$ cat config.mk
export PLATFORM = sky130hd
export DESIGN_NAME = hvn_ctrl
export DESIGN_NICKNAME = d
export VERILOG_FILES = /design/src/rtl/hvn_pkg.sv /design/src/rtl/hvn_ctrl.sv
export SDC_FILE = /design/constraint.sdc
export NUM_CORES = 1
export LEC_CHECK = 0
export BUFFER_PORTS_ARGS = -buffer_cell sky130_fd_sc_hd__buf_4
export CAP_MARGIN = 0
export CORE_UTILIZATION = 46
export DETAILED_ROUTE_END_ITERATION = 16
export PLACE_DENSITY = 0.79
export SLEW_MARGIN = 10
export SYNTH_ARGS = -nofsm -noshare
export SYNTH_HDL_FRONTEND = slang
export SYNTH_SLANG_ARGS = --single-unit
$ cat constraint.sdc
create_clock -name clk_i -period 2.4 [get_ports clk_i]
set_input_delay 0.48 -clock clk_i [delete_from_list [all_inputs] [get_ports clk_i]]
set_output_delay 0.48 -clock clk_i [all_outputs]
set_load 0.01 [all_outputs]
$ cat src/rtl/hvn_pkg.sv
// ----------------------------------------------------------------------------
// hvn_pkg
// Types, codes and constants shared by the height-field vertex normal unit.
// ----------------------------------------------------------------------------
package hvn_pkg;

  localparam int unsigned MAX_COLS_DEF = 256;
  localparam int unsigned MAX_ROWS_DEF = 256;

  localparam int unsigned NORM_STEPS = 16;
  localparam int unsigned SAMPLES    = 8;

  localparam int unsigned SUM_W  = 11;
  localparam int unsigned SY_W   = 10;
  localparam int unsigned SQ_W   = 20;
  localparam int unsigned LEN_W  = 22;
  localparam int unsigned WIDE_W = 54;

  localparam logic OP_WRITE = 1'b0;
  localparam logic OP_QUERY = 1'b1;

  localparam logic [1:0] REG_GRID_COLS  = 2'd0;
  localparam logic [1:0] REG_GRID_ROWS  = 2'd1;
  localparam logic [1:0] REG_HEIGHT_DIV = 2'd2;

  localparam logic [8:0] GRID_COLS_RST  = 9'd256;
  localparam logic [8:0] GRID_ROWS_RST  = 9'd256;
  localparam logic [7:0] HEIGHT_DIV_RST = 8'd15;

  typedef struct packed {
    logic       operation;
    logic [7:0] row;
    logic [7:0] col;
    logic [7:0] height;
  } in_item_t;

  typedef struct packed {
    logic [7:0]         out_row;
    logic [7:0]         out_col;
    logic signed [15:0] normal_x;
    logic signed [15:0] normal_y;
    logic signed [15:0] normal_z;
    logic               in_range;
  } out_item_t;

  typedef enum logic [3:0] {
    ST_IDLE,
    ST_DECODE,
    ST_WRITE,
    ST_READ,
    ST_SUM,
    ST_SQUARE,
    ST_LEN,
    ST_INIT,
    ST_NORM,
    ST_OUT
  } state_e;

  typedef struct packed {
    logic       latch;
    logic       addr_load;
    logic [2:0] addr_idx;
    logic       mem_we;
    logic       cap_en;
    logic [2:0] cap_idx;
    logic       sum_en;
    logic       sq_en;
    logic       len_en;
    logic       norm_init;
    logic       norm_step;
    logic       out_load;
  } cmd_t;

  typedef struct packed {
    logic op;
    logic in_grid;
  } status_t;

endpackage

$ cat src/rtl/hvn_ctrl.sv
// ----------------------------------------------------------------------------
// hvn_ctrl
// Sequencer: accept, decode, write or fetch neighbors, sum, square, normalize, transfer out.
// ----------------------------------------------------------------------------
module hvn_ctrl
  import hvn_pkg::*;
(
  input  logic    clk_i,
  input  logic    rst_ni,
  input  logic    in_valid_i,
  output logic    in_stall_o,
  output logic    out_valid_o,
  input  logic    out_stall_i,
  input  status_t status_i,
  output cmd_t    cmd_o
);

  state_e     state_q, state_d;
  logic [3:0] cnt_q, cnt_d;
  logic       out_valid_q, out_valid_d;
  logic       in_xfer;
  logic       out_free;

  assign in_xfer  = in_valid_i && !in_stall_o;
  assign out_free = !out_valid_q || !out_stall_i;

  always_comb begin
    state_d = state_q;
    cnt_d   = cnt_q;
    case (state_q)
      ST_IDLE: begin
        if (in_xfer) state_d = ST_DECODE;
      end
      ST_DECODE: begin
        cnt_d = '0;
        if (status_i.op == OP_WRITE) begin
          state_d = ST_WRITE;
        end else if (status_i.in_grid) begin
          state_d = ST_READ;
        end else begin
          state_d = ST_OUT;
        end
      end
      ST_WRITE: state_d = ST_IDLE;
      ST_READ: begin
        cnt_d = cnt_q + 4'd1;
        if (cnt_q == 4'(SAMPLES + 1)) state_d = ST_SUM;
      end
      ST_SUM:    state_d = ST_SQUARE;
      ST_SQUARE: state_d = ST_LEN;
      ST_LEN:    state_d = ST_INIT;
      ST_INIT: begin
        cnt_d   = '0;
        state_d = ST_NORM;
      end
      ST_NORM: begin
        cnt_d = cnt_q + 4'd1;
        if (cnt_q == 4'(NORM_STEPS - 1)) state_d = ST_OUT;
      end
      ST_OUT: begin
        if (out_free) state_d = ST_IDLE;
      end
      default: state_d = ST_IDLE;
    endcase
  end

  always_comb begin
    cmd_o      = '0;
    in_stall_o = 1'b1;
    case (state_q)
      ST_IDLE: begin
        in_stall_o  = 1'b0;
        cmd_o.latch = in_valid_i;
      end
      ST_DECODE: begin
        cmd_o.addr_load = 1'b1;
        cmd_o.addr_idx  = 3'd4;
      end
      ST_WRITE: cmd_o.mem_we = 1'b1;
      ST_READ: begin
        cmd_o.addr_load = (cnt_q < 4'(SAMPLES));
        cmd_o.addr_idx  = cnt_q[2:0];
        cmd_o.cap_en    = (cnt_q >= 4'd2);
        cmd_o.cap_idx   = 3'(cnt_q - 4'd2);
      end
      ST_SUM:    cmd_o.sum_en    = 1'b1;
      ST_SQUARE: cmd_o.sq_en     = 1'b1;
      ST_LEN:    cmd_o.len_en    = 1'b1;
      ST_INIT:   cmd_o.norm_init = 1'b1;
      ST_NORM:   cmd_o.norm_step = 1'b1;
      ST_OUT:    cmd_o.out_load  = out_free;
      default: begin
        cmd_o      = '0;
        in_stall_o = 1'b1;
      end
    endcase
  end

  always_comb begin
    out_valid_d = out_valid_q;
    if (out_valid_q && !out_stall_i) out_valid_d = 1'b0;
    if (cmd_o.out_load) out_valid_d = 1'b1;
  end

  assign out_valid_o = out_valid_q;

  always_ff @(posedge clk_i or negedge rst_ni) begin
    if (!rst_ni) begin
      state_q     <= ST_IDLE;
      cnt_q       <= '0;
      out_valid_q <= 1'b0;
    end else begin
      state_q     <= state_d;
      cnt_q       <= cnt_d;
      out_valid_q <= out_valid_d;
    end
  end

`ifndef ASSERT_OFF
  a_accept_decode: assert property (@(posedge clk_i) disable iff (!rst_ni)
    in_xfer |=> (state_q == ST_DECODE))
    else $error("accepted transfer did not move to decode");
  a_result_source: assert property (@(posedge clk_i) disable iff (!rst_ni)
    $rose(out_valid_o) |-> $past(state_q == ST_OUT))
    else $error("result raised outside output state");
  a_norm_length: assert property (@(posedge clk_i) disable iff (!rst_ni)
    (state_q == ST_NORM && cnt_q == 4'(NORM_STEPS - 1)) |=> (state_q == ST_OUT))
    else $error("normalizer ran past its step count");
`endif

endmodule

==> reports/metrics.csv <==
stage;metric;value;unit
sta;setup_violations;0;
yosys;syn-cell-area;821;µm²
yosys;ys.flop_type;dfrtp_1;
global_routing;grt_pass1_vias;742;
detailed_routing;wl_met1;889;µm
placed_design;place_area;977;µm²
global_routing;grt_overflow;0;
detailed_routing;vias;799;
global_routing;grt_max_degree;19;
yosys;synth_edf_count;0;
placed_design;place_congestion;0.766;
clock_tree;cts_tree;built;
setup_path;crit_type;flop to primary output;
sta;setup_ws;0.254;ns
cells_and_area;num-fill-cells;152;
sta;grt_setup_unrepaired;no;
sta;finalHoldViolCount;0;
yosys;async_flop_share;1.00;
power_and_ir_drop;power.switching;0.532;mW
die;ios;24;
die;initial_utilization;0.515;
clock_tree;numCtsBuffers;3;
die;die_w;44.2;µm
detailed_routing;top_layer;met4;
yosys;netlist_instances;102;
sta;hold_slack;0.0327;ns
clock_tree;cts_root_buf;clkbuf_4;
clock_tree;cts_resized;0;
global_routing;antenna_found_initial;0;
detailed_routing;drt-total-wl;1.85;mm
detailed_routing;dr_wl_met3;82;µm
detailed_routing;wl_per_cell;12.8;µm
yosys;seq_area_frac_synth;0.274;
placed_design;portBuffers;23;
sta;timing.final.crit_share;0.894;
clock_tree;clock_latency;0.26;ns
cells_and_area;final_common_cell;buf_4;
power_and_ir_drop;pwr-share-comb;0.604;
sta;slew_violations;0;
yosys;synth-warning-count;0;
power_and_ir_drop;ir_drop;0.000606;V
yosys;synth_area_leaders;dfrtp_1, ha_1, a21oi_1;
power_and_ir_drop;p_clk_frac;0.108;
cells_and_area;layout.nets;132;
yosys;synthesis.nets;112;
sta;finClkSkew;0.00143;ns
power_and_ir_drop;p_seq_frac;0.288;
sta;fin_crit;2.15;ns
global_routing;grt_pass1_wl;3.21;mm
detailed_routing;drtAntennaViolNets;0;
die;rows;14;
hold_path;hp-class;primary input to asynchronous set/reset pin;
yosys;yosys.area.top_type;dfrtp_1;
power_and_ir_drop;leakage;0.467;nW
yosys;syn_avg_cell_area;8.05;µm²
die;core;1590;µm²
cells_and_area;syn_to_final_growth;22.4;%
clock_tree;post_cts_buffers;0;
run_status;status;completed;
setup_path;worstSetupEndpointType;primary output;
flow_run;cap_viol_max_count;0;
sta;tightest_slew;0.357;ns
cells_and_area;n_antenna_cell;0;
setup_path;cp.required;1.92;ns
power_and_ir_drop;power.density;1110;nW/µm²
sta;fin_setup_tns;0;ns
clock_tree;htreeDepth;1;
clock_tree;cts_num_sinks;9;
die;die_area;1960;µm²
detailed_routing;drt_iter0_markers;22;
detailed_routing;drcViolationCount;0;
setup_path;startpoint_type;flop;
cells_and_area;final_cell_mix;buf_4, nand2_1, nor2_1, a21oi_1, dfrtp_1;
clock_tree;cts_buffer_depth;2;
detailed_routing;via_per_inst;5.51;
sta;fmax;466;MHz
sta;slew_headroom;0.759;
detailed_routing;met2_length;842;µm
clock_tree;clk_pin_slew;0.06;ns
placed_design;place_ws;0.389;ns
power_and_ir_drop;total_power;1.11;mW
power_and_ir_drop;swShare;0.477;
yosys;ys_ff_latch;9;
placed_design;dp_hpwl;1.35;mm
yosys;synth.top_cell.area_share;0.274;
die;die_y;44.2;µm
cells_and_area;design_area;1000;µm²
setup_path;cp.arrival;1.67;ns
power_and_ir_drop;p_int;0.582;mW
yosys;yosysUniqueCellTypes;36;
cells_and_area;drive_gt1_frac;0.264;
clock_tree;postCtsHoldBufs;0;
detailed_routing;dr.pass1.iters;4;
global_routing;grt_usage;0.223;
setup_path;r2r_cells;6;
setup_path;crit_fanout;17;
-- metal layers --
layer,GRT usage,vias up
li1,-,408
met1,0.303,362
met2,0.341,25
met3,0.0408,4
met4,0.109,0
met5,0,-
-- through the flow --
step	util	instances
finish	0.630	145
global route	0.630	145
CTS	0.630	145
detailed placement	0.613	141
global placement	0.613	141
floorplan	-	102
-- cell type report --
type	instances	area [µm²]	area share
well taps	24	30.0	0.0299
multi-input cells	79	515	0.513
clock buffers	4	26.3	0.0262
flip-flops and latches	9	226	0.225
repair buffers	26	195	0.194
inverters	3	11.3	0.0112
-- cell usage after synthesis, drive strengths merged, types with 2 or more instances --
master and count:
and2 2, o21ai 4, inv 3, nor3 5
nand2 10, ha 4, nor2 9, dfrtp 9
nand3b 2, and3 2, and3b 2, o22ai 2
nand3 2, buf 7, clkbuf 4, o31ai 3
nor4b 2, nor2b 4, xor2 2, a21oi 8
or4 2, nor4 3, a31oi 2
-- power by group through the flow --
stage | logic, mW | clock network, mW | registers, mW
floorplan | 0.507 | 0 | 0.266
global placement | 0.657 | 0 | 0.314
detailed placement | 0.669 | 0 | 0.321
CTS | 0.672 | 0.120 | 0.318
global route | 0.756 | 0.128 | 0.334
finish | 0.673 | 0.120 | 0.321
-- kinds of logic after synthesis --
group                      count (synthesis)  share of synthesized area
AOI/OAI and AO/OA                         24                      0.191
and+or+nand+nor                           49                      0.355
buffers and inverters                     14                     0.0976
DFF                                        9                      0.274
adders and majority gates                  4                     0.0610
xor gates and xnor gates                   2                     0.0213
-- final timing paths --
check                             from     endpoint  slack [ns]
hold / removal                  rst_ni     cnt_q[3]        0.03
setup / recovery            state_q[0]     cmd_o[0]        0.25
max in group asynchronous       rst_ni   state_q[0]        2.22
min in group clk_i         out_stall_i  out_valid_o        0.45
hold reg to reg            out_valid_o  out_valid_o        0.54
setup reg to reg              cnt_q[1]   state_q[0]        0.56
-- registers in the layout (all words and copies together), names as in the netlist --
register,count
out_valid_o,1
state_q,4
cnt_q,4
-- critical path: stages, from the launching register on --
cell	delay, ns
dfrtp_2	0.55
or4bb_1	0.58
a21oi_1	0.14
buf_4	0.14
(Power assumes the default switching activity.)
